--- config.mk ---
export PLATFORM = sky130hd
export DESIGN_NAME = modbus_rtu_register_master_flat
export DESIGN_NICKNAME = d
export VERILOG_FILES = /design/src/rtl/mrm_pkg.sv /design/src/rtl/mrm_channels.sv /design/src/rtl/mrm_fifo.sv /design/src/rtl/mrm_front.sv /design/src/rtl/mrm_back.sv /design/src/rtl/modbus_rtu_register_master.sv /design/src/flat_wrapper.sv
export VERILOG_INCLUDE_DIRS = /design/src /design/src/rtl
export SDC_FILE = /design/constraint.sdc
export NUM_CORES = 1
export LEC_CHECK = 0
export ABC_AREA = 1
export BUFFER_PORTS_ARGS = -buffer_cell sky130_fd_sc_hd__buf_4
export CAP_MARGIN = 20
export CELL_PAD_IN_SITES_DETAIL_PLACEMENT = 2
export CELL_PAD_IN_SITES_GLOBAL_PLACEMENT = 2
export CORE_ASPECT_RATIO = 1.1
export CORE_UTILIZATION = 42
export CTS_CLUSTER_SIZE = 20
export DETAILED_ROUTE_END_ITERATION = 6
export GPL_ROUTABILITY_DRIVEN = 0
export PLACE_DENSITY = 0.95
export SYNTH_ARGS = -nofsm -noshare
export SYNTH_HDL_FRONTEND = slang
export SYNTH_SLANG_ARGS = --single-unit
--- constraint.sdc ---
create_clock -name i_clk -period 13.57 [get_ports i_clk]
set_input_delay 3.3925 -clock i_clk [delete_from_list [all_inputs] [get_ports i_clk]]
set_output_delay 3.3925 -clock i_clk [all_outputs]
set_load 0.01 [all_outputs]
--- src/rtl/modbus_rtu_register_master_defines.svh ---
// Assertion macros shared by the Modbus RTU register master RTL.
`ifndef MODBUS_RTU_REGISTER_MASTER_DEFINES_SVH
`define MODBUS_RTU_REGISTER_MASTER_DEFINES_SVH

// Same-cycle implication, checked outside reset.
`define MRM_ASSERT_NOW(lbl, ante, cons, msg) \
    lbl: assert property (@(posedge i_clk) disable iff (!i_rst_n) (ante) |-> (cons)) \
        else $error(msg);

// Next-cycle implication, checked outside reset.
`define MRM_ASSERT_NEXT(lbl, ante, cons, msg) \
    lbl: assert property (@(posedge i_clk) disable iff (!i_rst_n) (ante) |=> (cons)) \
        else $error(msg);

`endif

--- src/rtl/mrm_pkg.sv ---
// Types, constants and the CRC-16 helper for the Modbus RTU register master.
package mrm_pkg;

    // Command queue depth between the front and back ends
    localparam int MRM_QUEUE_DEPTH = 4;

    // Input item modes
    typedef enum logic [1:0] {
        MODE_READ    = 2'd0,
        MODE_WRITE   = 2'd1,
        MODE_RX_BYTE = 2'd2,
        MODE_TICK    = 2'd3
    } t_mode;

    // Modbus function codes and exception flag
    localparam logic [7:0] FUNC_READ     = 8'h03;
    localparam logic [7:0] FUNC_WRITE    = 8'h06;
    localparam logic [7:0] FUNC_EXC_MASK = 8'h80;
    localparam logic [15:0] READ_QUANTITY = 16'd1;

    // CRC-16 (reflected)
    localparam logic [15:0] CRC_INIT = 16'hFFFF;
    localparam logic [15:0] CRC_POLY = 16'hA001;

    // Response lengths in bytes
    localparam logic [3:0] RD_FRAME_LEN = 4'd9;
    localparam logic [3:0] WR_FRAME_LEN = 4'd8;
    localparam logic [3:0] CRC_MIN_LEN  = 4'd5;
    localparam logic [3:0] WR_ECHO_LEN  = 4'd6;
    localparam logic [3:0] RD_FULL_LEN  = 4'd7;

    // Completion status codes
    localparam logic [2:0] STAT_OK         = 3'd0;
    localparam logic [2:0] STAT_TIMEOUT    = 3'd1;
    localparam logic [2:0] STAT_SHORT      = 3'd2;
    localparam logic [2:0] STAT_WRONG_ADDR = 3'd3;
    localparam logic [2:0] STAT_EXCEPTION  = 3'd4;
    localparam logic [2:0] STAT_ECHO       = 3'd5;

    // Result kinds
    localparam logic KIND_TX_BYTE = 1'b0;
    localparam logic KIND_DONE    = 1'b1;

    // Configuration port
    localparam int CFG_IDX_W  = 2;
    localparam int CFG_DATA_W = 16;
    localparam logic [CFG_IDX_W-1:0] CFG_SLAVE_ADDRESS = 2'd0;
    localparam logic [CFG_IDX_W-1:0] CFG_TIMEOUT_TICKS = 2'd1;
    localparam logic [7:0]  SLAVE_ADDRESS_RST = 8'd1;
    localparam logic [15:0] TIMEOUT_TICKS_RST = 16'd100;

    // Classified command held in the queue
    typedef struct packed {
        t_mode       mode;
        logic [15:0] word_a;   // register address, or received byte in the low bits
        logic [15:0] word_b;   // write value, or read quantity
    } t_cmd;

    // Back-end status seen by the top level
    typedef struct packed {
        logic busy;
        logic in_tx;
        logic emit;
        logic emit_last;
    } t_back_stat;

    // One byte folded into a reflected CRC-16
    function automatic logic [15:0] crc_fold(input logic [15:0] crc, input logic [7:0] data);
        logic [15:0] c;
        c = crc ^ {8'h00, data};
        for (int i = 0; i < 8; i++) begin
            c = c[0] ? ((c >> 1) ^ CRC_POLY) : (c >> 1);
        end
        return c;
    endfunction

endpackage

--- src/rtl/mrm_channels.sv ---
// Handshake channel interfaces: request items, results and configuration writes.
interface mrm_req_if;
    import mrm_pkg::*;
    logic        valid;
    logic        ready;
    logic [1:0]  mode;
    logic [15:0] reg_address;
    logic [15:0] write_value;
    logic [7:0]  rx_byte;
    modport source (output valid, mode, reg_address, write_value, rx_byte, input ready);
    modport sink   (input valid, mode, reg_address, write_value, rx_byte, output ready);
endinterface

interface mrm_rsp_if;
    import mrm_pkg::*;
    logic        valid;
    logic        ready;
    logic        result_kind;
    logic [7:0]  tx_byte;
    logic        last_byte;
    logic [2:0]  status;
    logic [15:0] read_value;
    modport source (output valid, result_kind, tx_byte, last_byte, status, read_value,
                    input ready);
    modport sink   (input valid, result_kind, tx_byte, last_byte, status, read_value,
                    output ready);
endinterface

interface mrm_cfg_if;
    import mrm_pkg::*;
    logic                  valid;
    logic                  ready;
    logic [CFG_IDX_W-1:0]  index;
    logic [CFG_DATA_W-1:0] data;
    modport source (output valid, index, data, input ready);
    modport sink   (input valid, index, data, output ready);
endinterface

--- src/rtl/mrm_fifo.sv ---
// Small register queue of classified commands between front and back ends.
module mrm_fifo #(
    parameter int DEPTH = mrm_pkg::MRM_QUEUE_DEPTH
) (
    input  logic          i_clk,
    input  logic          i_rst_n,
    input  logic          i_push,
    input  mrm_pkg::t_cmd i_data,
    output logic          o_full,
    output logic          o_valid,
    output mrm_pkg::t_cmd o_data,
    input  logic          i_pop
);
    import mrm_pkg::*;

    localparam int PTR_W = (DEPTH > 1) ? $clog2(DEPTH) : 1;
    localparam int CNT_W = $clog2(DEPTH + 1);
    localparam logic [PTR_W-1:0] LAST_PTR = PTR_W'(DEPTH - 1);
    localparam logic [CNT_W-1:0] FULL_CNT = CNT_W'(DEPTH);

    t_cmd             r_mem [DEPTH];
    logic [PTR_W-1:0] r_wr_ptr;
    logic [PTR_W-1:0] r_rd_ptr;
    logic [CNT_W-1:0] r_count;
    logic [PTR_W-1:0] n_wr_ptr;
    logic [PTR_W-1:0] n_rd_ptr;
    logic [CNT_W-1:0] n_count;

    assign o_full  = (r_count == FULL_CNT);
    assign o_valid = (r_count != '0);
    assign o_data  = r_mem[r_rd_ptr];

    // pointer wrap and occupancy
    always_comb begin
        n_wr_ptr = r_wr_ptr;
        n_rd_ptr = r_rd_ptr;
        n_count  = r_count;
        if (i_push) begin
            n_wr_ptr = (r_wr_ptr == LAST_PTR) ? '0 : r_wr_ptr + 1'b1;
        end
        if (i_pop) begin
            n_rd_ptr = (r_rd_ptr == LAST_PTR) ? '0 : r_rd_ptr + 1'b1;
        end
        if (i_push && !i_pop) begin
            n_count = r_count + 1'b1;
        end else if (!i_push && i_pop) begin
            n_count = r_count - 1'b1;
        end
    end

    always_ff @(posedge i_clk) begin
        if (!i_rst_n) begin
            r_wr_ptr <= '0;
            r_rd_ptr <= '0;
            r_count  <= '0;
        end else begin
            r_wr_ptr <= n_wr_ptr;
            r_rd_ptr <= n_rd_ptr;
            r_count  <= n_count;
        end
    end

    // storage, no reset
    always_ff @(posedge i_clk) begin
        if (i_push) begin
            r_mem[r_wr_ptr] <= i_data;
        end
    end

endmodule

--- src/rtl/mrm_front.sv ---
// Front end: accepts input items and packs them into queue commands.
module mrm_front (
    mrm_req_if.sink       i_req,
    input  logic          i_full,
    output logic          o_push,
    output mrm_pkg::t_cmd o_cmd
);
    import mrm_pkg::*;

    t_mode mode;

    assign mode        = t_mode'(i_req.mode);
    assign i_req.ready = !i_full;
    assign o_push      = i_req.valid && !i_full;

    // classify: received bytes carry only their byte, reads carry quantity one
    always_comb begin
        o_cmd.mode   = mode;
        o_cmd.word_a = i_req.reg_address;
        o_cmd.word_b = READ_QUANTITY;
        case (mode)
            MODE_WRITE: begin
                o_cmd.word_b = i_req.write_value;
            end
            MODE_RX_BYTE: begin
                o_cmd.word_a = {8'h00, i_req.rx_byte};
            end
            MODE_TICK: begin
                o_cmd.word_a = '0;
            end
            default: begin
            end
        endcase
    end

endmodule

--- src/rtl/mrm_back.sv ---
// Back end: transaction engine, frame builder, response checker and result register.
module mrm_back (
    input  logic               i_clk,
    input  logic               i_rst_n,
    input  logic [7:0]         i_slave_address,
    input  logic [15:0]        i_timeout_ticks,
    input  logic               i_head_valid,
    input  mrm_pkg::t_cmd      i_head,
    output logic               o_pop,
    mrm_rsp_if.source          o_rsp,
    output mrm_pkg::t_back_stat o_stat
);
    import mrm_pkg::*;

    typedef enum logic [1:0] {
        ST_RUN = 2'b01,
        ST_TX  = 2'b10
    } t_state;

    // control
    t_state      r_state, n_state;
    logic        r_busy, n_busy;
    logic [2:0]  r_tx_idx, n_tx_idx;
    logic        r_out_valid;

    // transaction context
    logic        r_is_write, n_is_write;
    logic [15:0] r_held_reg, n_held_reg;
    logic [15:0] r_held_val, n_held_val;
    logic [15:0] r_tx_crc, n_tx_crc;
    logic [3:0]  r_byte_count, n_byte_count;
    logic [15:0] r_rx_crc, n_rx_crc;
    logic [7:0]  r_tail0, n_tail0;
    logic [7:0]  r_tail1, n_tail1;
    logic [7:0]  r_resp_addr, n_resp_addr;
    logic [7:0]  r_resp_func, n_resp_func;
    logic [15:0] r_resp_data, n_resp_data;
    logic        r_echo_diff, n_echo_diff;
    logic [15:0] r_tick_count, n_tick_count;

    // result register payload
    logic        r_out_kind;
    logic [7:0]  r_out_tx;
    logic        r_out_last;
    logic [2:0]  r_out_status;
    logic [15:0] r_out_value;

    // emitted result this cycle
    logic        slot_free;
    logic        emit;
    logic        emit_kind;
    logic [7:0]  emit_tx;
    logic        emit_last;
    logic [2:0]  emit_status;
    logic [15:0] emit_value;

    // frame byte and receive-side evaluation
    logic [7:0]  tx_byte;
    logic [7:0]  rx_b;
    logic [3:0]  rx_limit;
    logic        rx_in_frame;
    logic [15:0] rx_crc_next;
    logic [7:0]  rx_expect;
    logic        rx_echo_next;
    logic [3:0]  rx_count_next;
    logic [7:0]  rx_addr_next;
    logic [7:0]  rx_func_next;
    logic [15:0] rx_data_next;
    logic        rx_done;
    logic [2:0]  rx_status;
    logic [15:0] rx_value;
    logic [15:0] tick_next;
    logic        tick_timeout;

    assign slot_free = !r_out_valid || o_rsp.ready;

    // request frame byte at the current transmit position
    always_comb begin
        case (r_tx_idx)
            3'd0:    tx_byte = i_slave_address;
            3'd1:    tx_byte = r_is_write ? FUNC_WRITE : FUNC_READ;
            3'd2:    tx_byte = r_held_reg[15:8];
            3'd3:    tx_byte = r_held_reg[7:0];
            3'd4:    tx_byte = r_held_val[15:8];
            3'd5:    tx_byte = r_held_val[7:0];
            3'd6:    tx_byte = r_tx_crc[7:0];
            default: tx_byte = r_tx_crc[15:8];
        endcase
    end

    // expected echo byte for the received position
    always_comb begin
        case (r_byte_count)
            4'd1:    rx_expect = r_is_write ? FUNC_WRITE : FUNC_READ;
            4'd2:    rx_expect = r_held_reg[15:8];
            4'd3:    rx_expect = r_held_reg[7:0];
            4'd4:    rx_expect = r_held_val[15:8];
            4'd5:    rx_expect = r_held_val[7:0];
            default: rx_expect = 8'h00;
        endcase
    end

    // received byte: CRC lags two bytes behind, tail holds the candidate checksum
    always_comb begin
        rx_b          = i_head.word_a[7:0];
        rx_limit      = r_is_write ? WR_FRAME_LEN : RD_FRAME_LEN;
        rx_in_frame   = (r_byte_count < rx_limit);
        rx_crc_next   = (r_byte_count >= 4'd2) ? crc_fold(r_rx_crc, r_tail0) : r_rx_crc;
        rx_echo_next  = r_echo_diff ||
                        ((r_byte_count >= 4'd1) && (r_byte_count <= 4'd5) &&
                         (rx_b != rx_expect));
        rx_count_next = r_byte_count + 4'd1;
        rx_addr_next  = (r_byte_count == 4'd0) ? rx_b : r_resp_addr;
        rx_func_next  = (r_byte_count == 4'd1) ? rx_b : r_resp_func;
        case (r_byte_count)
            4'd3:    rx_data_next = {rx_b, r_resp_data[7:0]};
            4'd4:    rx_data_next = {r_resp_data[15:8], rx_b};
            default: rx_data_next = r_resp_data;
        endcase
        rx_done = (rx_count_next >= CRC_MIN_LEN) && (rx_crc_next == {rx_b, r_tail1});

        rx_value = 16'h0000;
        if (r_is_write) begin
            if ((rx_count_next < WR_ECHO_LEN) || rx_echo_next ||
                (rx_addr_next != i_slave_address)) begin
                rx_status = STAT_ECHO;
            end else begin
                rx_status = STAT_OK;
            end
        end else if (rx_count_next < RD_FULL_LEN) begin
            rx_status = STAT_SHORT;
        end else if (rx_addr_next != i_slave_address) begin
            rx_status = STAT_WRONG_ADDR;
        end else if ((rx_func_next & FUNC_EXC_MASK) != 8'h00) begin
            rx_status = STAT_EXCEPTION;
        end else begin
            rx_status = STAT_OK;
            rx_value  = rx_data_next;
        end
    end

    // saturating tick counter
    assign tick_next    = (r_tick_count != 16'hFFFF) ? r_tick_count + 16'd1 : r_tick_count;
    assign tick_timeout = (tick_next >= i_timeout_ticks);

    // engine
    always_comb begin
        n_state      = r_state;
        n_busy       = r_busy;
        n_tx_idx     = r_tx_idx;
        n_is_write   = r_is_write;
        n_held_reg   = r_held_reg;
        n_held_val   = r_held_val;
        n_tx_crc     = r_tx_crc;
        n_byte_count = r_byte_count;
        n_rx_crc     = r_rx_crc;
        n_tail0      = r_tail0;
        n_tail1      = r_tail1;
        n_resp_addr  = r_resp_addr;
        n_resp_func  = r_resp_func;
        n_resp_data  = r_resp_data;
        n_echo_diff  = r_echo_diff;
        n_tick_count = r_tick_count;
        o_pop        = 1'b0;
        emit         = 1'b0;
        emit_kind    = KIND_TX_BYTE;
        emit_tx      = 8'h00;
        emit_last    = 1'b0;
        emit_status  = STAT_OK;
        emit_value   = 16'h0000;

        case (r_state)
            // one request byte per free result slot, CRC folded as bytes go out
            ST_TX: begin
                if (slot_free) begin
                    emit      = 1'b1;
                    emit_tx   = tx_byte;
                    emit_last = (r_tx_idx == 3'd7);
                    if (r_tx_idx < 3'd6) begin
                        n_tx_crc = crc_fold(r_tx_crc, tx_byte);
                    end
                    n_tx_idx = r_tx_idx + 3'd1;
                    if (r_tx_idx == 3'd7) begin
                        n_state = ST_RUN;
                    end
                end
            end
            ST_RUN: begin
                if (i_head_valid) begin
                    case (i_head.mode)
                        MODE_READ, MODE_WRITE: begin
                            o_pop = 1'b1;
                            if (!r_busy) begin
                                n_busy       = 1'b1;
                                n_state      = ST_TX;
                                n_tx_idx     = 3'd0;
                                n_is_write   = (i_head.mode == MODE_WRITE);
                                n_held_reg   = i_head.word_a;
                                n_held_val   = i_head.word_b;
                                n_tx_crc     = CRC_INIT;
                                n_byte_count = 4'd0;
                                n_rx_crc     = CRC_INIT;
                                n_tail0      = 8'h00;
                                n_tail1      = 8'h00;
                                n_resp_addr  = 8'h00;
                                n_resp_func  = 8'h00;
                                n_resp_data  = 16'h0000;
                                n_echo_diff  = 1'b0;
                                n_tick_count = 16'h0000;
                            end
                        end
                        MODE_TICK: begin
                            if (!r_busy) begin
                                o_pop = 1'b1;
                            end else if (!tick_timeout || slot_free) begin
                                o_pop        = 1'b1;
                                n_tick_count = tick_next;
                                if (tick_timeout) begin
                                    n_busy      = 1'b0;
                                    emit        = 1'b1;
                                    emit_kind   = KIND_DONE;
                                    emit_status = STAT_TIMEOUT;
                                end
                            end
                        end
                        default: begin
                            // received byte
                            if (!r_busy || !rx_in_frame) begin
                                o_pop = 1'b1;
                            end else if (!rx_done || slot_free) begin
                                o_pop        = 1'b1;
                                n_rx_crc     = rx_crc_next;
                                n_tail0      = r_tail1;
                                n_tail1      = rx_b;
                                n_resp_addr  = rx_addr_next;
                                n_resp_func  = rx_func_next;
                                n_resp_data  = rx_data_next;
                                n_echo_diff  = rx_echo_next;
                                n_byte_count = rx_count_next;
                                if (rx_done) begin
                                    n_busy      = 1'b0;
                                    emit        = 1'b1;
                                    emit_kind   = KIND_DONE;
                                    emit_status = rx_status;
                                    emit_value  = rx_value;
                                end
                            end
                        end
                    endcase
                end
            end
            default: begin
                n_state = ST_RUN;
            end
        endcase
    end

    // control registers
    always_ff @(posedge i_clk) begin
        if (!i_rst_n) begin
            r_state     <= ST_RUN;
            r_busy      <= 1'b0;
            r_tx_idx    <= 3'd0;
            r_out_valid <= 1'b0;
        end else begin
            r_state  <= n_state;
            r_busy   <= n_busy;
            r_tx_idx <= n_tx_idx;
            if (emit) begin
                r_out_valid <= 1'b1;
            end else if (o_rsp.ready) begin
                r_out_valid <= 1'b0;
            end
        end
    end

    // transaction context and result payload
    always_ff @(posedge i_clk) begin
        r_is_write   <= n_is_write;
        r_held_reg   <= n_held_reg;
        r_held_val   <= n_held_val;
        r_tx_crc     <= n_tx_crc;
        r_byte_count <= n_byte_count;
        r_rx_crc     <= n_rx_crc;
        r_tail0      <= n_tail0;
        r_tail1      <= n_tail1;
        r_resp_addr  <= n_resp_addr;
        r_resp_func  <= n_resp_func;
        r_resp_data  <= n_resp_data;
        r_echo_diff  <= n_echo_diff;
        r_tick_count <= n_tick_count;
        if (emit) begin
            r_out_kind   <= emit_kind;
            r_out_tx     <= emit_tx;
            r_out_last   <= emit_last;
            r_out_status <= emit_status;
            r_out_value  <= emit_value;
        end
    end

    assign o_rsp.valid       = r_out_valid;
    assign o_rsp.result_kind = r_out_kind;
    assign o_rsp.tx_byte     = r_out_tx;
    assign o_rsp.last_byte   = r_out_last;
    assign o_rsp.status      = r_out_status;
    assign o_rsp.read_value  = r_out_value;

    assign o_stat.busy      = r_busy;
    assign o_stat.in_tx     = (r_state == ST_TX);
    assign o_stat.emit      = emit;
    assign o_stat.emit_last = emit_last;

endmodule

--- src/rtl/modbus_rtu_register_master.sv ---
// Modbus RTU single-register master: builds read (function 3) and write (function 6)
// request frames with CRC-16 and checks the slave's response. Items are accepted one
// per cycle while the command queue (QUEUE_DEPTH deep) is not full. The back end takes a
// received byte, tick or dropped item as it reaches the queue head (a closing byte or
// timeout tick waits for the single result register to be free); a request it latches,
// then sends its eight frame bytes, one per free result slot. A completion is loaded into
// the result register in the cycle its closing byte or timeout tick is taken and shows on
// the result port from the next cycle. Configuration writes are taken every cycle.
`include "modbus_rtu_register_master_defines.svh"

module modbus_rtu_register_master #(
    parameter int QUEUE_DEPTH = mrm_pkg::MRM_QUEUE_DEPTH
) (
    input  logic      i_clk,
    input  logic      i_rst_n,
    mrm_req_if.sink   i_req,
    mrm_rsp_if.source o_rsp,
    mrm_cfg_if.sink   i_cfg
);
    import mrm_pkg::*;

    logic [7:0]  r_slave_addr;
    logic [15:0] r_timeout_ticks;
    logic        push;
    logic        full;
    logic        head_valid;
    logic        pop;
    t_cmd        push_cmd;
    t_cmd        head_cmd;
    t_back_stat  stat;

    // configuration registers
    assign i_cfg.ready = 1'b1;

    always_ff @(posedge i_clk) begin
        if (!i_rst_n) begin
            r_slave_addr    <= SLAVE_ADDRESS_RST;
            r_timeout_ticks <= TIMEOUT_TICKS_RST;
        end else if (i_cfg.valid) begin
            case (i_cfg.index)
                CFG_SLAVE_ADDRESS: r_slave_addr    <= i_cfg.data[7:0];
                CFG_TIMEOUT_TICKS: r_timeout_ticks <= i_cfg.data;
                default: begin
                end
            endcase
        end
    end

    mrm_front u_front (
        .i_req  (i_req),
        .i_full (full),
        .o_push (push),
        .o_cmd  (push_cmd)
    );

    mrm_fifo #(
        .DEPTH (QUEUE_DEPTH)
    ) u_fifo (
        .i_clk   (i_clk),
        .i_rst_n (i_rst_n),
        .i_push  (push),
        .i_data  (push_cmd),
        .o_full  (full),
        .o_valid (head_valid),
        .o_data  (head_cmd),
        .i_pop   (pop)
    );

    mrm_back u_back (
        .i_clk           (i_clk),
        .i_rst_n         (i_rst_n),
        .i_slave_address (r_slave_addr),
        .i_timeout_ticks (r_timeout_ticks),
        .i_head_valid    (head_valid),
        .i_head          (head_cmd),
        .o_pop           (pop),
        .o_rsp           (o_rsp),
        .o_stat          (stat)
    );

    // checks
    `MRM_ASSERT_NOW(a_no_push_full, push, !full, "push into full queue")
    `MRM_ASSERT_NOW(a_tx_busy, stat.in_tx, stat.busy, "frame transmit outside a transaction")
    `MRM_ASSERT_NEXT(a_last_ends_tx, stat.emit && stat.emit_last, !stat.in_tx, "tx past last")
    `MRM_ASSERT_NOW(a_pop_has_head, pop, head_valid, "pop from empty queue")

endmodule

--- src/flat_wrapper.sv ---
// flat-port wrapper written by rule: the top's interface ports become plain ports
module modbus_rtu_register_master_flat import mrm_pkg::*;
#(
    parameter int QUEUE_DEPTH = mrm_pkg::MRM_QUEUE_DEPTH
)
  (i_clk, i_rst_n, i_req_valid, i_req_mode, i_req_reg_address, i_req_write_value, i_req_rx_byte, i_req_ready, o_rsp_valid, o_rsp_result_kind, o_rsp_tx_byte, o_rsp_last_byte, o_rsp_status, o_rsp_read_value, o_rsp_ready, i_cfg_valid, i_cfg_index, i_cfg_data, i_cfg_ready);
  mrm_req_if i_req_i ();
  mrm_rsp_if o_rsp_i ();
  mrm_cfg_if i_cfg_i ();
  input  logic i_clk;
  input  logic i_rst_n;
  input wire logic [$bits(i_req_i.valid)-1:0] i_req_valid;
  input wire logic [$bits(i_req_i.mode)-1:0] i_req_mode;
  input wire logic [$bits(i_req_i.reg_address)-1:0] i_req_reg_address;
  input wire logic [$bits(i_req_i.write_value)-1:0] i_req_write_value;
  input wire logic [$bits(i_req_i.rx_byte)-1:0] i_req_rx_byte;
  output wire logic [$bits(i_req_i.ready)-1:0] i_req_ready;
  output wire logic [$bits(o_rsp_i.valid)-1:0] o_rsp_valid;
  output wire logic [$bits(o_rsp_i.result_kind)-1:0] o_rsp_result_kind;
  output wire logic [$bits(o_rsp_i.tx_byte)-1:0] o_rsp_tx_byte;
  output wire logic [$bits(o_rsp_i.last_byte)-1:0] o_rsp_last_byte;
  output wire logic [$bits(o_rsp_i.status)-1:0] o_rsp_status;
  output wire logic [$bits(o_rsp_i.read_value)-1:0] o_rsp_read_value;
  input wire logic [$bits(o_rsp_i.ready)-1:0] o_rsp_ready;
  input wire logic [$bits(i_cfg_i.valid)-1:0] i_cfg_valid;
  input wire logic [$bits(i_cfg_i.index)-1:0] i_cfg_index;
  input wire logic [$bits(i_cfg_i.data)-1:0] i_cfg_data;
  output wire logic [$bits(i_cfg_i.ready)-1:0] i_cfg_ready;
  assign i_req_i.valid = i_req_valid;
  assign i_req_i.mode = i_req_mode;
  assign i_req_i.reg_address = i_req_reg_address;
  assign i_req_i.write_value = i_req_write_value;
  assign i_req_i.rx_byte = i_req_rx_byte;
  assign i_req_ready = i_req_i.ready;
  assign o_rsp_valid = o_rsp_i.valid;
  assign o_rsp_result_kind = o_rsp_i.result_kind;
  assign o_rsp_tx_byte = o_rsp_i.tx_byte;
  assign o_rsp_last_byte = o_rsp_i.last_byte;
  assign o_rsp_status = o_rsp_i.status;
  assign o_rsp_read_value = o_rsp_i.read_value;
  assign o_rsp_i.ready = o_rsp_ready;
  assign i_cfg_i.valid = i_cfg_valid;
  assign i_cfg_i.index = i_cfg_index;
  assign i_cfg_i.data = i_cfg_data;
  assign i_cfg_ready = i_cfg_i.ready;
  modbus_rtu_register_master #(.QUEUE_DEPTH(QUEUE_DEPTH)) u_core (.i_clk(i_clk), .i_rst_n(i_rst_n), .i_req(i_req_i), .o_rsp(o_rsp_i), .i_cfg(i_cfg_i));
endmodule
==> After elaboration in Yosys (flattened, before gate mapping) <==
Memories as Yosys holds them, arrays and structs flattened. A register that Yosys moved wholly into a read port is not among the register bits.
Cells that the tools add are included.
{ "word_totals": {"ram_bits": 136, "regBits": 194, "rom_bits": 0, "out_inout_bits": 32, "n_memories": 1, "latch_bits": 0, "word_cells": 273, "in_bits": 65} }
{ "mem_list": {"columns": ["name", "words", "width", "read_ports", "rd_ports_with_merged_regs", "write_ports", "line_no", "rtl"], "rows": [
  ["u_core.u_fifo.r_mem", 4, 34, 1, 1, 1, "mrm_fifo.sv:21", "t_cmd r_mem [DEPTH];"]
]} }
{ "op_classes": {"reduce_logical": 46, "shift": 0, "mux": 121, "bitwise": 24, "div_mod_pow": 0, "mul": 0, "order_cmp": 9, "n_eq_ne": 38, "add_sub_neg": 7} }
{ "op_table": {"columns": ["operator", "count"], "rows": [
  ["16-bit 2-to-1 mux", 31],
  ["16-bit case mux with 2 select lines", 6],
  ["8-bit 2-to-1 mux", 11],
  ["8-bit case mux with 2 select lines", 4],
  ["8-bit case mux with 7 select lines", 1],
  ["2-bit NOT with 3-bit output", 16],
  ["3-bit 2-to-1 mux", 15],
  ["8-bit case mux with 5 select lines", 1],
  ["16-bit by 8-bit bitwise XOR with 16-bit output", 2],
  ["1-bit 2-to-1 mux", 31],
  ["2-bit 2-to-1 mux", 9],
  ["6-bit AND reduction", 3],
  ["16-bit by 1-bit adder with 16-bit output (second input constant)", 1],
  ["16-bit == test", 1],
  ["16-bit greater-or-equal comparator", 1],
  ["16-bit inequality test (second input constant)", 1],
  ["2-bit inequality test (second input constant)", 8],
  ["8-bit inequality test", 2],
  ["3-bit == test (second input constant)", 5],
  ["5-bit AND reduction", 3],
  ["2-bit == test (second input constant)", 6],
  ["4-bit 2-to-1 mux", 3],
  ["3-bit case mux with 2 select lines", 2],
  ["12-bit OR reduction", 1],
  ["34 further kinds", 81]
]} }

==> Logic depth before layout (Yosys ltp) <==
Gate-level depths: netlist (run 1).
{ "depth": {"word_depth": 30, "ltp_mapped": 29, "depth_no_buf": 29} }

==> By module <==
A second synthesis (run 1) with hierarchy kept.
{ "hier_totals": {"cells_unflattened": 1744, "area_unflattened_um2": 16538.4} }
{ "modules_own_cells": {"columns": ["module", "seq_area_each_um2", "instances", "area_each_um2", "cells_per_inst"], "rows": [
  ["mrm_back", 4824.6, 1, 9426.5, 1123],
  ["mrm_fifo", 4264.1, 1, 5708.0, 389],
  ["modbus_rtu_register_master", 480.5, 1, 1011.0, 150],
  ["mrm_front", 0.0, 1, 392.9, 82]
]} }

==> Worst setup path before layout (run 1) <==
OpenSTA, ideal clock, no wires.
{ "synth_timing": {"path_kind": "input-to-reg", "start": "input i_req_valid", "end": "memory u_core.u_fifo.r_mem[0][0] (netlist bit), enable pin", "slack_ns": 8.139, "cell_stages": 2, "arrival_time_ns": 5.005, "path_buffers": 0, "setup_ns": 0.425, "required_time_ns": 13.145, "path_cell_list": "nand2_1 > nor2_1"} }
{ "synth_via": {"elab_chain_cells": 3} }
{ "synth_lines": {"columns": ["element", "line_no", "rtl"], "rows": [
  ["start: declaration", "flat_wrapper.sv:12", "input wire logic [$bits(i_req_i.valid)-1:0] i_req_valid;"],
  ["1-bit logical AND", "mrm_front.sv:14", "assign o_push = i_req.valid && !i_full;"],
  ["1-bit 2-to-1 mux", "mrm_fifo.sv:65", "if (i_push) begin"],
  ["1-bit 2-to-1 mux (implied by the code)", "mrm_fifo.sv:66", "r_mem[r_wr_ptr] <= i_data;"],
  ["end: declaration", "mrm_fifo.sv:21", null]
]} }
Every way passes these cells.

==> Final worst setup path (run 1) <==
{ "layout_timing": {"start": "input o_rsp_ready", "end": "register u_core.u_fifo.r_count[2]"} }
{ "layout_via": {"elab_chain_cells": 10, "elab_cells_between_ends": 15, "classes_between": "mux (8); reduce/logical (7)"} }
{ "layout_lines": {"columns": ["element", "line_no", "rtl"], "rows": [
  ["start: declaration", "flat_wrapper.sv:24", "input wire logic [$bits(o_rsp_i.ready)-1:0] o_rsp_ready;"],
  ["1-bit logical OR (*)", "mrm_back.sv:75", "assign slot_free = !r_out_valid || o_rsp.ready;"],
  ["1-bit logical OR (on tied branches)", "mrm_back.sv:230, mrm_back.sv:215", null],
  ["1-bit 2-to-1 mux (on tied branches)", "mrm_back.sv:230, mrm_back.sv:215", null],
  ["1-bit 2-to-1 mux (on tied branches)", "mrm_back.sv:228, mrm_back.sv:213", null],
  ["1-bit case mux with 2 select lines (*)", "mrm_back.sv:190", "case (i_head.mode)"],
  ["1-bit 2-to-1 mux (*)", "mrm_back.sv:189", "if (i_head_valid) begin"],
  ["1-bit 2-to-1 mux (*)", "mrm_back.sv:172", "case (r_state)"],
  ["1-bit logical NOT", "mrm_fifo.sv:44", "if (i_push && !i_pop) begin"],
  ["1-bit logical AND", "mrm_fifo.sv:44", null],
  ["3-bit 2-to-1 mux / 2-bit nonzero test (equally long branches)", null, null],
  ["end signal: assignment", "mrm_fifo.sv:59", "r_count <= n_count;"],
  ["end: declaration", "mrm_fifo.sv:24", "logic [CNT_W-1:0] r_count;"]
]} }
Every way passes the cells marked *; elsewhere a longest branch is shown, timed or not.
A chain may end at the register's enable or synchronous reset.

==> results of run 1 <==
[routing by layer]
metal	vias up	global-route usage, %	routed length [um]
met5	-	0	0
met4	0	17.8	3590
met3	242	4.41	2830
met2	516	60.7	34400
met1	6977	37.4	24400
li1	5907	-	-
[worst max-delay path by stage]
stage | to | slack [ns]
after floorplan | u_core.u_fifo.r_mem[0][0]$_DFFE_PP_ | 8.14
after CTS | u_core.u_fifo.r_count[2]$_SDFFE_PN0P_ | 8.24
final | u_core.u_fifo.r_count[2]$_SDFFE_PN0P_ | 8.19
after global placement | u_core.u_fifo.r_count[2]$_SDFFE_PN0P_ | 8.12
after detailed placement | u_core.u_fifo.r_count[2]$_SDFFE_PN0P_ | 7.84
after global routing | u_core.u_fifo.r_count[2]$_SDFFE_PN0P_ | 7.85
[cell type report]
type | instances | area, um2 | share of cell area (%)
clock buffers | 46 | 1000 | 5.41
clock inverters | 22 | 135 | 0.729
inverters | 217 | 815 | 4.39
multi-input cells | 1092 | 5500 | 29.6
flip-flops and latches | 332 | 9570 | 51.6
well taps | 494 | 618 | 3.33
repair buffers | 110 | 898 | 4.85
[synthesized netlist by cell type (all sizes together)]
| master | number |
|---|---|
| a211oi | 10 |
| a21o | 1 |
| a21oi | 82 |
| a221oi | 8 |
| a31oi | 2 |
| a32oi | 3 |
| a41oi | 1 |
| buf | 20 |
| clkbuf | 35 |
| clkinv | 2 |
| conb | 1 |
| dfxtp | 40 |
| edfxtp | 292 |
| fa | 1 |
| ha | 41 |
| inv | 215 |
| nand2 | 361 |
| nand3 | 114 |
| nand3b | 1 |
| nand4 | 5 |
| nor2 | 224 |
| nor3 | 25 |
| nor4 | 3 |
| o2111ai | 3 |
| o211ai | 4 |
| o21a | 7 |
| o21ai | 118 |
| o221ai | 2 |
| o22ai | 37 |
| or2 | 7 |
| or4 | 1 |
| xnor2 | 3 |
| xor2 | 27 |
[kinds of logic after synthesis]
logic type / count (synthesis) / share of synthesized area (%)
compound gates: 278 / 9.69
xor+xnor: 30 / 1.63
fa+ha+maj: 42 / 3.31
buf+inv: 272 / 6.62
flops: 332 / 59.5
other cells: 1 / 0.0233
simple gates: 741 / 19.3
[power groups by stage]
stage / logic [mW] / clock network (mW) / registers [mW]
2_1_floorplan: 1.29 / 0 / 1.65
3_3_place_gp: 1.71 / 0 / 1.69
3_5_place_dp: 1.98 / 0 / 1.74
4_1_cts: 2.12 / 0.999 / 1.74
5_1_grt: 2.32 / 1.03 / 1.76
6_report: 2.16 / 0.995 / 1.75
[worst reg2reg max path: stages (launching register included)]
cell and delay, ns:
edfxtp_1 0.52, inv_1 0.22, ha_1 0.30, nor2_4 0.28, nand2_4 0.25, inv_2 0.30, nand2_1 0.17, nand3_1 0.15
nand2_1 0.10, nor2_1 0.12, nand2_1 0.08, nor2_1 0.14, nand2_1 0.08, nor2_1 0.15, nand3_1 0.17, nor2_2 0.36
nand3_1 0.22, nand2_1 0.15, nand2_1 0.11, nand2_1 0.12, nand2_1 0.10, inv_1 0.44, buf_4 0.43
[through the flow]
step                cell area [um2]  hold WS, ns
finish                        18500        0.495
global route                  18500        0.536
CTS                           18500        0.496
detailed placement            17400        0.470
global placement              17300        0.449
floorplan                     16100        0.433
==> Implementation_results.wiki, run 1 <==
{| class="wikitable"
! Metric !! Value
|-
| Buffers added on ports || 95
|-
| Actual slew at the worst max-slew pin || 0.909 ns
|-
| Worst r2r dst || u_core.u_back.o_rsp.read_value[13]$_SDFFCE_PP0P_
|-
| H-tree levels || 2
|-
| Post-route antenna net violation count || 0
|-
| Cell-internal power || 2.62 mW
|-
| Clock Sinks || 332
|-
| Count of hold-fix buffers inserted at cts || 0
|-
| Max Clk Rate || 186 MHz
|-
| Grt ovf || 0
|-
| Final standard cell count with taps included and fillers excluded || 2313
|-
| Clock Latency Late Sink || 0.54 ns
|-
| Number of failing setup endpoints in the final timing report || 0
|-
| CP Class || input pin to flip-flop
|-
| Final slew viol count || 0
|-
| Layout fillers || 3926
|-
| Post-CTS clock slew at the launch and capture registers of the worst setup and hold paths || 0.06 ns
|-
| WP depth || 14
|-
| Wirelength per Cell || 28.2 um
|-
| Nature of the critical path endpoint || flip-flop
|-
| Worst slew slack as a fraction of its limit || 39.4%
|-
| Clock tree from TritonCTS || yes
|-
| Placement Setup Slack || 7.84 ns
|-
| Largest register by flop count || u_core.u_fifo.r_mem
|-
| Worst clock skew || 0.0158 ns
|-
| Global routing usage summed across all routing layers || 33.3%
|-
| Initial antenna violation count || 0
|-
| Pre-antenna DRT Iters || 5
|-
| Antenna diodes || 0
|-
| Final critical-path share of the clock period || 39.7%
|-
| Average cell area after synthesis || 9.49 um2
|-
| Cell accounting for the most synthesized area || edfxtp_1
|-
| Worst path required time || 14.03 ns
|-
| Cells along the critical path || buf_4 > nor2_1 > nand2_1 > o21ai_0 > nand3_1 > nand3_1 > ha_1 > inv_1 > fa_1 > nor2_1 > nor2_1 > nand2_1 > o21ai_0 > a21oi_1
|-
| Flip-flop count of the largest register after layout || 136
|-
| Mapped cell area || 0.0161 mm2
|-
| Detailed placement HPWL || 41100 um
|-
| Die height || 207 um
|-
| Critical path origin || o_rsp_ready
|-
| Hold-critical path depth || 2
|-
| CTS buffer count || 38
|-
| Hold Path Origin || u_core.r_timeout_ticks[13]$_SDFFE_PN0P_
|-
| Sequential share of the synthesized area || 59.5%
|-
| Root Buffer Master || clkbuf_16
|-
| Most frequent standard cell in the layout excluding fill and tap cells || nand2_1
|-
| Total DRC errors in the routed layout || 0
|-
| Layout-stage area growth over the synthesis result || 15.2%
|-
| Row cnt || 74
|-
| Fraction of post-synthesis cell area in the top cell type by area || 54.5%
|-
| R2R depth || 22
|-
| Overall power consumption || 4.90 mW
|-
| RSZ-0062 raised after global routing || false
|-
| Comb pwr share || 44.1%
|-
| Power share of the sequential group || 35.6%
|-
| Max Fanout on Critical Path || 5
|-
| Power density over the cells || 265 mW/mm2
|-
| # resized after CTS || 0
|-
| Vias in the first global route || 15500
|-
| Ports || 97
|-
| Top library cells by usage in the layout, fill and taps aside || nand2_1 (353), edfxtp_1 (292), inv_1 (209)
|-
| Count of mapped cells out of synthesis || 1696
|-
| Source of the worst register-to-register timing path || u_core.u_back.r_byte_count[0]$_SDFFCE_PN0P_
|-
| Die outline area || 0.0391 mm2
|-
| Number of register bits inferred by synthesis || 332
|-
| Slowest-stage cell, CP || fa_1
|-
| Psw || 2.29 mW
|-
| Worst vdd ir || 0.000142 V
|-
| Share of layout cells above drive strength 1 || 11.4%
|-
| Nets || 1898
|-
| Switching Share || 46.6%
|-
| Routed vias/inst || 5.90
|-
| Class of the tightest hold or removal check || flip-flop to flip-flop
|-
| Critical path data arrival time || 5.84 ns
|-
| WP buf/inv || 2
|-
| Std-Cell Core Area || 0.0374 mm2
|-
| Leading post-synthesis cells by cell area || edfxtp_1 (54%), nand2_1 (8.2%), dfxtp_1 (5.0%), inv_1 (4.9%), nor2_1 (4.9%)
|-
| Kind of cell adding the most delay to the critical path || simple AND/OR/NAND/NOR gates
|-
| Post-CTS setup buffer count || 0
|-
| Static Leakage || 7.65 nW
|-
| Most frequent CP cell || nor2_1
|-
| Endpoint with the worst hold slack || u_core.r_timeout_ticks[13]$_SDFFE_PN0P_
|-
| Reported max-cap violation count || 0
|-
| Number of distinct library cells after synthesis || 44
|-
| Period minus WS final || 5.38 ns
|-
| R2R Setup Slk || 8.26 ns
|-
| Pin count of the biggest net entering global routing || 63
|-
| Die Width || 189 um
|-
| Nature of the critical path startpoint || input pin
|-
| Post-synthesis net count || 1803
|-
| Sum Neg Setup Slack || 0 ns
|-
| Clock network fraction of total power || 20.3%
|-
| Number of placed instances with taps included || 2243
|-
| Initial core utilization || 43.0%
|-
| Final core occ || 49.5%
|-
| Total Routed Length || 65300 um
|-
| Critical Path Max Stage Delay || 0.48 ns
|-
| Total via count in the routed design || 13600
|-
| First-pass GRT wire length || 98100 um
|-
| Detailed Route Iter0 Violations || 939
|-
| Final Hold Violating Endpoints || 0
|-
| Synthesis warning total || 0
|-
| Setup ws final || 8.19 ns
|-
| Status || complete, no violations
|-
| Maximum root-to-sink buffer count || 3
|}
No activity file was read; power rests on OpenSTA's default activity.
==> run 2, diff against run 1 <==
--- a/config.mk
+++ b/config.mk
@@ -6,17 +6,17 @@
 export SDC_FILE = /design/constraint.sdc
 export NUM_CORES = 1
 export LEC_CHECK = 0
-export ABC_AREA = 1
+export ABC_AREA = 0
 export BUFFER_PORTS_ARGS = -buffer_cell sky130_fd_sc_hd__buf_4
 export CAP_MARGIN = 20
 export CELL_PAD_IN_SITES_DETAIL_PLACEMENT = 2
 export CELL_PAD_IN_SITES_GLOBAL_PLACEMENT = 2
 export CORE_ASPECT_RATIO = 1.1
-export CORE_UTILIZATION = 42
+export CORE_UTILIZATION = 43
 export CTS_CLUSTER_SIZE = 20
 export DETAILED_ROUTE_END_ITERATION = 6
 export GPL_ROUTABILITY_DRIVEN = 0
-export PLACE_DENSITY = 0.95
+export PLACE_DENSITY = 0.91
 export SYNTH_ARGS = -nofsm -noshare
 export SYNTH_HDL_FRONTEND = slang
 export SYNTH_SLANG_ARGS = --single-unit
==> constraint.sdc (replaced) <==
create_clock -name i_clk -period 5.2 [get_ports i_clk]
set_input_delay 1.3 -clock i_clk [delete_from_list [all_inputs] [get_ports i_clk]]
set_output_delay 1.3 -clock i_clk [all_outputs]
set_load 0.01 [all_outputs]
==> Implementation_results.wiki, run 2 <==
{| class="wikitable"
! Metric !! Value
|-
| Largest register by flop count || u_core.u_fifo.r_mem
|-
| Post-synth top cells || edfxtp_1 (292), nand2_1 (106), nor2_1 (91), xnor2_1 (60), and2_1 (52)
|-
| CTS buffer count || 36 (-5.3%)
|-
| Final design area excluding fillers || 0.0181 mm2 (-2.3%)
|-
| Grt ovf || 0 (unchanged)
|-
| Share of layout cells above drive strength 1 || 19.5% (+8.1 points)
|-
| Max Fanout on Critical Path || 5 (unchanged)
|-
| Worst clock skew || 0.0172 ns (+0.00142 ns)
|-
| Placed cell area || 0.0169 mm2 (-2.6%)
|-
| Number of distinct library cells after synthesis || 69 (+57%)
|-
| Final standard cell count with taps included and fillers excluded || 1796 (-22%)
|-
| Layout-stage area growth over the synthesis result || 16.1%
|-
| Share of synthesized area spent on multiplexers || 8.30% (+8.3 points)
|-
| Nets || 1397 (-26%)
|-
| Top layer reached by signal wires || met4
|-
| Length of routed met3 wiring || 2170 um (-23%)
|-
| Total Routed Length || 48900 um (-25%)
|-
| Number of failing setup endpoints in the final timing report || 1 (+1)
|-
| Number of register bits inferred by synthesis || 332 (unchanged)
|-
| Reported max-cap violation count || 0 (unchanged)
|-
| Nature of the critical path startpoint || flip-flop
|-
| Capturing element of the worst setup path || u_core.u_fifo.r_count[2]$_SDFFE_PN0P_
|-
| Actual slew at the worst max-slew pin || 1.01 ns (+0.0986 ns)
|-
| Global routing usage summed across all routing layers || 27.1% (-6.2 points)
|-
| Final slew viol count || 0 (unchanged)
|-
| First-pass GRT wire length || 74100 um (-24%)
|-
| Placement Setup Slack || -0.197 ns (-8.03 ns)
|-
| Clock Sinks || 332 (unchanged)
|-
| Vias in the first global route || 11700 (-25%)
|-
| Initial core utilization || 44.1% (+1.0 points)
|-
| Combinational family with the most area after synthesis || simple AND/OR/NAND/NOR gates
|-
| Max Clk Rate || 189 MHz
|-
| Detailed Route Iter0 Violations || 767 (-18%)
|-
| Worst slew slack as a fraction of its limit || 32.5% (-6.9 points)
|-
| Pin count of the biggest net entering global routing || 63 (unchanged)
|-
| Post-route antenna net violation count || 0 (unchanged)
|-
| Post-CTS clock slew at the launch and capture registers of the worst setup and hold paths || 0.07 ns (about the same)
|-
| Final critical-path share of the clock period || 102%
|-
| Critical path data arrival time || 5.75 ns (-0.09 ns)
|-
| Area fraction in compound gates after synthesis || 7.07% (-2.6 points)
|-
| H-tree levels || 2 (unchanged)
|-
| Die outline area || 0.0370 mm2 (-5.3%)
|-
| Post-synthesis net count || 1288 (-29%)
|-
| Root Buffer Master || clkbuf_16
|-
| R2R Setup Slk || -0.09 ns (-8.35 ns)
|-
| Maximum root-to-sink buffer count || 3 (unchanged)
|-
| Buffers added on ports || 95 (unchanged)
|-
| Most frequent standard cell in the layout excluding fill and tap cells || edfxtp_1
|-
| Fraction of post-synthesis cell area in the top cell type by area || 56.2% (+1.7 points)
|-
| Source of the worst register-to-register timing path || u_core.u_back.r_byte_count[1]$_SDFFCE_PN0P_
|-
| FFs w/ async S/R, synth || 0% (unchanged)
|-
| Antenna diodes || 0 (unchanged)
|-
| Post-Synth Adder-Cell Area || 3.42% (+0.11 points)
|-
| Std-Cell Core Area || 0.0354 mm2 (-5.4%)
|-
| Mapped cell area || 0.0156 mm2 (-3.1%)
|-
| Ports || 97 (unchanged)
|-
| Slowest-stage cell, CP || or4_4
|-
| Overall power consumption || 10.4 mW (+110%)
|-
| Setup ws final || -0.0886 ns (-8.28 ns)
|-
| Routed vias/inst || 5.74 (-2.8%)
|-
| Worst path required time || 5.66 ns (-8.37 ns)
|-
| Clock tree from TritonCTS || yes
|-
| Sum Neg Setup Slack || -0.0886 ns (-0.0886 ns)
|-
| Synthesized-area fraction occupied by and/or/nand/nor cells || 11.6% (-7.6 points)
|-
| Number of placed instances with taps included || 1723 (-23%)
|-
| Critical path origin || u_core.u_back.r_byte_count[1]$_SDFFCE_PN0P_
|-
| Leading cell type by number of instances after synthesis || edfxtp_1
|-
| Number of flops mapped to enable cells by yosys || 292 (unchanged)
|-
| Cells along the critical path || ha_2 > or4_4 > mux2_4 > a222oi_1 > o2111ai_1 > or4_1 > or4_1 > a2111o_1 > o31ai_4 > ha_2 > inv_2 > fa_2 > xor2_1 > or3_1 > a21boi_2
|-
| Row cnt || 72 (-2.7%)
|-
| XOR/XNOR share of the synthesized area || 5.36% (+3.7 points)
|-
| Die Width || 184 um (-2.7%)
|-
| Worst r2r dst || u_core.u_fifo.r_count[2]$_SDFFE_PN0P_
|-
| Detailed placement HPWL || 33400 um (-19%)
|-
| R2R depth || 15 (-32%)
|-
| Worst vdd ir || 0.000269 V (+89%)
|-
| Wire length on met1 || 19000 um (-22%)
|-
| Sequential share of the synthesized area || 61.4% (+1.9 points)
|-
| Total length of routed met2 wires || 26000 um (-25%)
|-
| Final Hold Violating Endpoints || 0 (unchanged)
|-
| Flip-flop count of the largest register after layout || 136 (unchanged)
|-
| RSZ-0062 raised after global routing || true
|-
| Count of mapped cells out of synthesis || 1181 (-30%)
|-
| Violations in the final reports || setup timing
|-
| Clock Latency Late Sink || 0.53 ns (about the same)
|-
| Leading post-synthesis cells by cell area || edfxtp_1 (56%), dfxtp_1 (5.1%), mux4_2 (4.9%), xnor2_1 (3.4%), ha_1 (3.3%)
|-
| Initial antenna violation count || 0 (unchanged)
|-
| Critical Path Max Stage Delay || 0.59 ns (+0.11 ns)
|-
| Total DRC errors in the routed layout || 0 (unchanged)
|-
| CP Class || flip-flop to flip-flop
|-
| Pre-antenna DRT Iters || 5 (unchanged)
|-
| Wirelength per Cell || 27.3 um (-3.4%)
|-
| Total via count in the routed design || 10300 (-24%)
|-
| Static Leakage || 6.41 nW (-16%)
|-
| Class of the tightest hold or removal check || flip-flop to flip-flop
|-
| Status || finished, violations left
|-
| Final core occ || 51.2% (+1.6 points)
|-
| Nature of the critical path endpoint || flip-flop
|-
| Dominant register cell in the synthesized netlist || edfxtp_1
|-
| Synthesis warning total || 0 (unchanged)
|-
| Die height || 202 um (-2.7%)
|-
| Cell accounting for the most synthesized area || edfxtp_1
|-
| Worst hold slack after final layout || 0.473 ns (-0.0217 ns)
|-
| Period minus WS final || 5.29 ns
|-
| Average cell area after synthesis || 13.2 um2 (+39%)
|-
| Power density over the cells || 572 mW/mm2 (+120%)
|-
| Top library cells by usage in the layout, fill and taps aside || edfxtp_1 (292), buf_4 (133), nand2_1 (106)
|}
-- run 2: changes by cell type in the layout (fill, tap and decap cells not counted), sizes merged, moves of 57 or more --
cell	previous run	this run
nand2	361	106
inv	216	46
nor2	224	92
o21ai	118	21
nand3	114	18
xnor2	3	60
-- run 2: repair_timing --
item                       in CTS  in global routing
hold buffers                    0                  0
setup buffers                   7                  3
setup endpoints to repair       1                  2
gates resized for setup         7                  5
hold endpoints to repair        0                  0
pin swaps                       8                  8
-- run 2: worst max-delay path, delay by kind of cell, from the launching register on --
kind	cells	cell delay (ns)
AOI/OAI and AO/OA	5	1.52
xor gates and xnor gates	1	0.18
adders and majority gates	3	0.83
buffers and inverters	1	0.05
DFF	1	0.43
muxes	1	0.35
and+or+nand+nor	4	1.87
-- run 2: cell families after synthesis --
kind of cell | Yosys count
muxes | 85
and+or+nand+nor | 367
xor gates and xnor gates | 89
buffers and inverters | 109
DFF | 332
adders and majority gates | 42
other | 1
AOI/OAI and AO/OA | 156
-- run 2: layer usage --
layer	track usage, %	vias to the layer above
met4	10.2	0
met2	49.1	336
met5	0	-
met1	32.3	5301
met3	3.67	116
li1	-	4548
-- run 2: how the worst min path moves through the flow --
stage,from,end,slack [ns],cells past startpoint
global placement,u_core.r_timeout_ticks[7]$_SDFFE_PN0P_,u_core.r_timeout_ticks[7]$_SDFFE_PN0P_,0.45,2
global route,u_core.r_timeout_ticks[7]$_SDFFE_PN0P_,u_core.r_timeout_ticks[7]$_SDFFE_PN0P_,0.50,2
detailed placement,u_core.r_timeout_ticks[15]$_SDFFE_PN0P_,u_core.r_timeout_ticks[15]$_SDFFE_PN0P_,0.46,2
floorplan,u_core.r_timeout_ticks[1]$_SDFFE_PN0P_,u_core.r_timeout_ticks[1]$_SDFFE_PN0P_,0.44,2
finish,u_core.r_timeout_ticks[7]$_SDFFE_PN0P_,u_core.r_timeout_ticks[7]$_SDFFE_PN0P_,0.47,2
CTS,u_core.r_timeout_ticks[13]$_SDFFE_PN0P_,u_core.r_timeout_ticks[13]$_SDFFE_PN0P_,0.48,2
-- run 2: cell type report --
class | count | area, um2
clock inverters | 13 | 85.1
repair buffers | 134 | 1020
well taps | 481 | 602
clock buffers | 50 | 1000
multi-input cells | 740 | 5660
flip-flops and latches | 332 | 9570
inverters | 46 | 173
fillers | 3304 | 17300
-- run 2: power breakdown --
| part | total (mW) | switching [mW] | internal (mW) | leakage (nW) |
|---|---|---|---|---|
| Sequential | 4.10 | 0.402 | 3.70 | 3.01 |
| Clock | 2.45 | 1.05 | 1.40 | 0.533 |
| Combinational | 3.81 | 2.38 | 1.44 | 2.86 |
==> run 3, diff against run 2 <==
--- a/config.mk
+++ b/config.mk
@@ -12,6 +12,7 @@
 export CELL_PAD_IN_SITES_DETAIL_PLACEMENT = 2
 export CELL_PAD_IN_SITES_GLOBAL_PLACEMENT = 2
 export CORE_ASPECT_RATIO = 1.1
+export CORE_MARGIN = 3
 export CORE_UTILIZATION = 43
 export CTS_CLUSTER_SIZE = 20
 export DETAILED_ROUTE_END_ITERATION = 6
==> constraint.sdc (replaced) <==
create_clock -name i_clk -period 5.2 [get_ports i_clk]
set_input_delay 1.04 -clock i_clk [delete_from_list [all_inputs] [get_ports i_clk]]
set_output_delay 1.04 -clock i_clk [all_outputs]
set_load 0.01 [all_outputs]
==> Implementation_results.wiki, run 3 (same netlist as run 2, synthesis figures left out) <==
{| class="wikitable"
! Metric !! Value
|-
| Status || finished, violations left
|-
| Violations in the final reports || setup timing
|-
| Hold Path Origin || u_core.r_timeout_ticks[7]$_SDFFE_PN0P_
|-
| Largest register by flop count || u_core.u_fifo.r_mem
|-
| Total Routed Length || 54800 um (+12%)
|-
| Final critical-path share of the clock period || 104% (+1.8 points)
|-
| Post-route antenna net violation count || 0 (unchanged)
|-
| R2R Setup Slk || -0.18 ns (-0.09 ns)
|-
| Pin count of the biggest net entering global routing || 63 (unchanged)
|-
| Worst path required time || 5.67 ns (about the same)
|-
| Worst r2r dst || u_core.u_fifo.r_count[2]$_SDFFE_PN0P_
|-
| Met1 Use GR || 32.9% (+0.66 points)
|-
| Layout fillers || 3389 (+2.6%)
|-
| Worst hold slack after final layout || 0.468 ns (-0.00532 ns)
|-
| Number of failing setup endpoints in the final timing report || 20 (+19)
|-
| Endpoint with the worst hold slack || u_core.r_timeout_ticks[7]$_SDFFE_PN0P_
|-
| Most frequent standard cell in the layout excluding fill and tap cells || edfxtp_1
|-
| Flip-flop count of the largest register after layout || 136 (unchanged)
|-
| Source of the worst register-to-register timing path || u_core.u_back.r_byte_count[0]$_SDFFCE_PN0P_
|-
| Power density over the cells || 594 mW/mm2 (+3.9%)
|-
| Detailed placement HPWL || 32300 um (-3.4%)
|-
| Clock tree from TritonCTS || yes
|-
| Root Buffer Master || clkbuf_16
|-
| Initial core utilization || 43.9% (-0.11 points)
|-
| Die height || 206 um (+2.0%)
|-
| Maximum root-to-sink buffer count || 3 (unchanged)
|-
| CTS buffer count || 37 (+2.8%)
|-
| H-tree levels || 2 (unchanged)
|-
| Layout-stage area growth over the synthesis result || 17.8%
|-
| Worst clock skew || 0.0211 ns (+0.00387 ns)
|-
| Clock Latency Late Sink || 0.55 ns (+0.02 ns)
|-
| CP Class || flip-flop to flip-flop
|-
| Class of the tightest hold or removal check || flip-flop to flip-flop
|-
| Period minus WS final || 5.38 ns (+0.0946 ns)
|-
| Reported max-cap violation count || 0 (unchanged)
|-
| Wirelength per Cell || 30.3 um (+11%)
|-
| Hold-critical path depth || 2 (unchanged)
|-
| Count of hold-fix buffers inserted at cts || 0 (unchanged)
|-
| Ports || 97 (unchanged)
|-
| Top library cells by usage in the layout, fill and taps aside || edfxtp_1 (292), buf_4 (141), nand2_1 (106)
|-
| Footprint of the multi-input gates || 0.00571 mm2 (+0.80%)
|-
| Initial antenna violation count || 0 (unchanged)
|-
| Vias in the first global route || 12100 (+3.8%)
|-
| Nature of the critical path endpoint || flip-flop
|-
| Final slew viol count || 0 (unchanged)
|-
| Routed vias/inst || 5.98 (+4.3%)
|-
| Std-Cell Core Area || 0.0355 mm2 (+0.25%)
|-
| R2R depth || 18 (+3)
|-
| Combined flip-flop and latch cell area || 0.00957 mm2 (unchanged)
|-
| Max Fanout on Critical Path || 17 (+12)
|-
| Nature of the critical path startpoint || flip-flop
|-
| Die outline area || 0.0386 mm2 (+4.2%)
|-
| Detailed Route Iter0 Violations || 1058 (+38%)
|-
| Post-CTS clock slew at the launch and capture registers of the worst setup and hold paths || 0.07 ns (about the same)
|-
| Nets || 1408 (+0.79%)
|-
| Total via count in the routed design || 10800 (+5.1%)
|-
| Clock Sinks || 332 (unchanged)
|-
| RSZ-0062 raised after global routing || true
|-
| Critical path data arrival time || 5.85 ns (+0.10 ns)
|-
| Static Leakage || 6.52 nW (+1.7%)
|-
| Overall power consumption || 10.9 mW (+5.4%)
|-
| Share of layout cells above drive strength 1 || 20.5% (+1.1 points)
|-
| Met2 layer usage reported by global route || 49.2% (+0.14 points)
|-
| Buffers added on ports || 95 (unchanged)
|-
| Final Hold Violating Endpoints || 0 (unchanged)
|-
| Final core occ || 51.8% (+0.61 points)
|-
| Row cnt || 72 (unchanged)
|-
| Worst slew slack as a fraction of its limit || 36.6% (+4.1 points)
|-
| Met3 Usage GRT || 4.72% (+1.0 points)
|-
| Antenna diodes || 0 (unchanged)
|-
| Gr busiest metal || met2
|-
| Total DRC errors in the routed layout || 0 (unchanged)
|-
| Max Clk Rate || 186 MHz (-1.8%)
|-
| Global routing usage summed across all routing layers || 27.7% (+0.67 points)
|-
| Actual slew at the worst max-slew pin || 0.947 ns (-0.0607 ns)
|-
| Pre-antenna DRT Iters || 5 (unchanged)
|-
| First-pass GRT wire length || 80300 um (+8.4%)
|-
| Die Width || 188 um (+2.2%)
|-
| Setup ws final || -0.183 ns (-0.0946 ns)
|-
| Grt ovf || 0 (unchanged)
|-
| Worst vdd ir || 0.000263 V (-2.2%)
|}
run 3: changes by cell type in the layout (fill, tap and decap cells not counted), moves of 2 or more:
cell and delta:
clkbuf_16 +4, bufinv_16 +2, nor2_4 +2, buf_4 +8
nor2_1 -2
run 3: where the power goes:
| group | internal [mW] | total, mW | switching (mW) | leakage [nW] |
|---|---|---|---|---|
| logic | 1.48 | 4.09 | 2.61 | 2.93 |
| clock network | 1.55 | 2.69 | 1.14 | 0.579 |
| registers | 3.70 | 4.13 | 0.432 | 3.01 |
| total | 6.74 | 10.9 | 4.18 | 6.52 |
run 3: layer usage:
| layer | wire length, um | vias to the layer above |
|---|---|---|
| li1 | - | 4576 |
| met4 | 3250 | 0 |
| met2 | 28000 | 464 |
| met3 | 2970 | 204 |
| met5 | 0 | - |
| met1 | 20600 | 5582 |
run 3: layout make-up:
class	instances	share of cell area [%]
clock inverter	15	0.831
tap	481	3.27
multi-input combinational	740	31.1
clock buffer	52	5.68
sequential	332	52.1
timing repair buffer	144	6.14
inverter	46	0.939
run 3: worst max-delay path, cell delays in order (launching register included):
cell and delay [ns]:
edfxtp_1 0.41, inv_2 0.09, ha_4 0.18, or4_4 0.58, buf_4 0.17, buf_4 0.21
nor2_1 0.24, a21o_1 0.15, o22ai_1 0.10, or4_1 0.61, or4_4 0.56, a2111o_1 0.43
o31ai_4 0.22, ha_2 0.23, inv_1 0.07, fa_2 0.39, xor2_1 0.19, or3_1 0.33
a21boi_1 0.14
run 3: worst max path at each step:
stage                                                            from                                    end  slack [ns]  depth (start not counted)
after floorplan           u_core.u_back.r_byte_count[0]$_SDFFCE_PN0P_  u_core.u_fifo.r_count[2]$_SDFFE_PN0P_        0.05                         18
after global placement    u_core.u_back.r_byte_count[1]$_SDFFCE_PN0P_  u_core.u_fifo.r_count[2]$_SDFFE_PN0P_        0.14                         15
after detailed placement  u_core.u_back.r_byte_count[1]$_SDFFCE_PN0P_  u_core.u_fifo.r_count[2]$_SDFFE_PN0P_       -0.16                         15
after CTS                 u_core.u_back.r_byte_count[1]$_SDFFCE_PN0P_  u_core.u_fifo.r_count[2]$_SDFFE_PN0P_        0.03                         15
after global routing      u_core.u_back.r_byte_count[0]$_SDFFCE_PN0P_  u_core.u_fifo.r_count[2]$_SDFFE_PN0P_       -0.29                         18
final                     u_core.u_back.r_byte_count[0]$_SDFFCE_PN0P_  u_core.u_fifo.r_count[2]$_SDFFE_PN0P_       -0.18                         18
run 3: repair_timing:
item                                    in CTS  in global routing
cloned                                       0                  2
pin swaps                                    8                  5
buffers inserted                             9                  5
resized for setup                           11                  9
endpoints found under the setup margin       1                 29
run 3: metrics by stage:
step	cells	setup TNS (ns)	area, um2	worst slack, ns
final	1810	-0.947	18400	-0.183
after global routing	1810	-1.93	18400	-0.286
after CTS	1803	0	18300	0.0349
after detailed placement	1727	-0.161	16900	-0.161
after global placement	1727	0	16900	0.139
after floorplan	1181	0	15600	0.0539
